### config.mk
export PLATFORM = sky130hd
export DESIGN_NAME = dlt_tri_merge
export DESIGN_NICKNAME = d
export VERILOG_FILES = /design/src/sv/dlt_tri_pkg.sv /design/src/sv/dlt_tri_merge.sv
export SDC_FILE = /design/constraint.sdc
export NUM_CORES = 2
export LEC_CHECK = 0
export ABC_CLOCK_PERIOD_IN_PS = 11200
export BUFFER_PORTS_ARGS = -buffer_cell sky130_fd_sc_hd__buf_2
export CAP_MARGIN = 25
export CORE_AREA = 2 2 451 453
export DETAILED_ROUTE_END_ITERATION = 12
export DIE_AREA = 0 0 453 455
export PLACE_DENSITY_LB_ADDON = 0.08
export SLEW_MARGIN = 5
export SYNTH_ARGS = -nofsm -noshare
export SYNTH_HDL_FRONTEND = slang
export SYNTH_SLANG_ARGS = --single-unit
### constraint.sdc
create_clock -name clock -period 11.2 [get_ports clock]
set_clock_uncertainty 0.15 [all_clocks]
set_input_delay 1.12 -clock clock [delete_from_list [all_inputs] [get_ports clock]]
set_output_delay 1.12 -clock clock [all_outputs]
set_load 0.03 [all_outputs]
### src/sv/dlt_tri_pkg.sv
package dlt_tri_pkg;

   localparam int WORD_BITS_DEFAULT = 32;
   localparam int FRAC_BITS_DEFAULT = 16;

   // Accumulator, equation term and normal-matrix entry width
   localparam int ACC_W = 64;
   // Width of one hardware multiplier operand
   localparam int LIMB_W = 32;
   // Lane sum: holds a 64 x 64 product or a difference of two word products
   localparam int LANE_SUM_W = 2 * ACC_W + 2;
   // Cofactor of the 3x3 normal matrix
   localparam int COF_W = 2 * ACC_W + 1;
   // Determinant and numerators
   localparam int SOLVE_SUM_W = 3 * ACC_W + 2;

   typedef struct packed {
      logic clear;
      logic subtract;
   } mac_ctl_type;

   // Normal matrix entries 00, 01, 02, 11, 12, 22 and right-hand side
   typedef struct packed {
      logic [5:0][ACC_W-1:0] norm;
      logic [2:0][ACC_W-1:0] rhs;
   } acc_set_type;

endpackage

### src/sv/dlt_tri_merge.sv
// Saturating accumulators for the normal matrix and right-hand side.
module dlt_tri_merge (
   input  logic                     clock,
   input  logic                     reset,
   input  logic                     clear,
   input  logic                     add,
   input  dlt_tri_pkg::acc_set_type terms,
   output dlt_tri_pkg::acc_set_type acc
);
   localparam int ACC_W = dlt_tri_pkg::ACC_W;

   dlt_tri_pkg::acc_set_type acc_ff;

   function automatic logic [ACC_W-1:0] sat_add(input logic [ACC_W-1:0] a,
                                                 input logic [ACC_W-1:0] t);
      logic [ACC_W:0] s;
      s = {a[ACC_W-1], a} + {t[ACC_W-1], t};
      if (s[ACC_W] == s[ACC_W-1]) return s[ACC_W-1:0];
      else if (s[ACC_W]) return {1'b1, {(ACC_W-1){1'b0}}};
      else return {1'b0, {(ACC_W-1){1'b1}}};
   endfunction

   always_ff @(posedge clock) begin
      if (reset || clear) begin
         acc_ff <= '0;
      end else if (add) begin
         for (int k = 0; k < 6; k++) acc_ff.norm[k] <= sat_add(acc_ff.norm[k], terms.norm[k]);
         for (int k = 0; k < 3; k++) acc_ff.rhs[k] <= sat_add(acc_ff.rhs[k], terms.rhs[k]);
      end
   end

   assign acc = acc_ff;
endmodule

==> impl_results.md <==
* Yosys reg bits at 576
* FF-to-FF Start: acc[128]
* Final setup viols at 0
* Die Area at 206000 um2
* Reg2reg end: acc[149]
* CTS HTree Levels at 3
* Synth top area share at 20.9%
* Post-layout nets at 9520
* Critical Setup Path Class: input pin to flop
* Routability cong. at 0.923
* CTS clk-pin slew, worst paths at 60 ps
* Commonest non-fill, non-tap cell in the layout: buf_2
* Max-cap violations at 0
* Crit-path max cell delay at 830 ps
* Vias in the first global route at 58400
* Post-DP Area at 63000 um2
* Actual slew at the worst max-slew pin at 1030 ps
* Pin count of the biggest net entering global routing at 184
* Reg power frac at 27.1%
* Worst IR Drop VDD at 0.000110 V
* Final instance area at 66400 um2
* Status: complete, no violations
* Critical Path RT at 11640 ps
* Mapped Area at 55300 um2
* Worst-path maximum fanout at 33
* Ys Warns at 0
* Worst hold path class: flop to flop
* Post-CTS Setup Inserts at 0
* Setup TNS at 0 ps
* Flop-to-flop setup slack at 5860 ps
* End of the critical path: acc[149]
* Most frequent cells in the layout: buf_2, a21oi_1, o21ai_0, nand2_1
* Fin. max-slew vios at 0
* Die H at 455 um
* Sw frac at 38.7%
* Async S/R FF share, synth at 0%
* Core area at 201000 um2
* Fmax at 0.183 GHz
* Post-synth EDFFs at 0
* Cell variety after synth at 119
* CP Launch Point: terms[128]
* Cell internal pwr at 5190 uW
* Rel. slew slack at 31.6%
* Share of cells above drive strength 1 at 18.3%
* First-pass GRT wire length at 388000 um
* Syn Inst Count at 7514
* R2R depth at 16
* Root Buffer: clkbuf_16
* Initial antenna violation count at 158
* Clock Path Buffers at 3
* Ports at 1156
* Worst EP arrival at 5910 ps
* Post-detailed-route count of antenna-violating nets at 0
* Clock Latency Late Sink at 750 ps
* PortBufs at 1155
* Comb pwr share at 35.6%
* DP HPWL at 213000 um
* Initial Util at 27.5%
* Startpoint types: input pin
* # rows at 165
* Cts repair resizes at 0
* Area growth syn-to-layout at 20.1%
* Clock share of power at 37.3%
* Wire length per cell at 24.0 um
* RSZ-0062 raised after global routing: no
* CTS sink cnt at 576
* DP Cell Count at 10900
* Synth area leader: dfxtp_1
* GRT Overall Usage at 24.6%
* Worst-path cell chain: buf_2 -> ha_1 -> inv_1 -> fa_1 -> nand2b_1 -> a211oi_1 -> o221ai_1 -> o31ai_1 -> a41oi_1 -> o21ai_1 -> o311ai_2 -> a21oi_2 -> o21ai_2 -> nor2_2 -> nor2_4 -> buf_4 -> a21oi_1
* Gr ovfl total at 0
* Sequential area share after synthesis at 20.9%
* Post-Route WL at 268000 um
* Net Sw Power at 3270 uW
* Starting DRC count in detailed routing at 3750
* Final Hold Fails at 0
* CTS buffer count at 90
* Fin crit share at 48.9%
* Post-Syn Area per Cell at 7.36 um2
* Slowest CP cell: o21ai_2
* Post-route DRC at 0
* Syn_nets at 8679
* P per Cell Area at 127 nW/um2
* Leakage power at 0.0318 uW
* Pre-antenna DRT Iters at 6
* Fin Hold WS at 317 ps
* Fin cells at 11200
* Fin crit period at 5480 ps
* Die Span X at 453 um
* Total number of vias at 59900
* Top FF cell, synth: dfxtp_1
* Post-cts hold buffer count at 0
* CTS tree: yes
* Vias per cell at 5.37
* Max FFs per register at 576
* CP endpoint kind: flop
* Largest cells by area after synthesis: dfxtp_1, ha_1, a21oi_1
==> layout make-up <==
cell class	count	area, um2
Antenna cell	63	158
Clock buffer	126	2650
Clock inverter	31	529
Fill cell	21900	135000
Inverter	190	716
Multi-Input combinational cell	6298	41300
Sequential cell	576	11500
Tap cell	2672	3340
Timing Repair Buffer	1199	6160
==> power by group through the flow <==
stage               Sequential, uW  Combinational, uW  Clock [uW]
detailed placement            2330               3000           0
floorplan                     2530               1890           0
finish                        2290               3010        3150
global placement              2330               3020           0
global route                  2310               3310        3310
CTS                           2290               3020        3250
==> logic make-up (layout without fill, tap and decap cells) <==
kind of cell	count (synthesis)	after routing	share of synthesized area (%)
buffers and inverters	640	1546	4.71
and+or+nand+nor	1961	1961	16.4
AOI/OAI and AO/OA	3101	3101	33.9
DFF	576	576	20.9
other	0	63	0
xor gates and xnor gates	524	524	8.34
muxes	12	12	0.220
adders and majority gates	700	700	15.6
==> through the flow <==
step	util, %	total power, uW	setup WS (ps)
after detailed placement	31.3	5340	4990
after CTS	32.9	8570	5760
final	33.0	8460	5720
after floorplan	-	4420	6710
after global routing	32.9	8920	5370
after global placement	31.3	5350	5080
==> synth_stat cells, drive strengths merged (63+ instances only) <==
library cell  instances
buf                 115
maj3                115
o21a                 63
nor3                 92
clkbuf              335
a21o                354
ha                  576
xnor2               311
nand3               131
nand2b               73
a31oi               112
nor2                576
dfxtp               576
nand4               144
and3                 64
a21oi              1174
o21ai               893
inv                 190
o21bai               95
xor2                213
nand2               652
==> metal layers <==
metal,share of wire [%],wire length [um],track usage (%)
met4,5.5,14800,12.7
met5,0.19,512,0
met3,5.9,15800,5.35
met2,48,128000,42.2
met1,41,109000,28.7
==> worst max-delay path: cells and delay by family <==
family | cells | cell delay (ps)
simple gates | 3 | 690
compound gates | 9 | 3000
fa+ha+maj | 2 | 390
buf+inv | 3 | 630
==> worst min path at each step <==
stage | start | end | slack, ps | cells past startpoint
final | acc[495] | acc[495] | 320 | 2
after detailed placement | acc[495] | acc[495] | 310 | 2
after global placement | acc[495] | acc[495] | 300 | 2
after global routing | acc[495] | acc[495] | 350 | 2
after floorplan | acc[495] | acc[495] | 430 | 2
after CTS | acc[495] | acc[495] | 320 | 2
No activity file was read; power rests on OpenSTA's default activity.
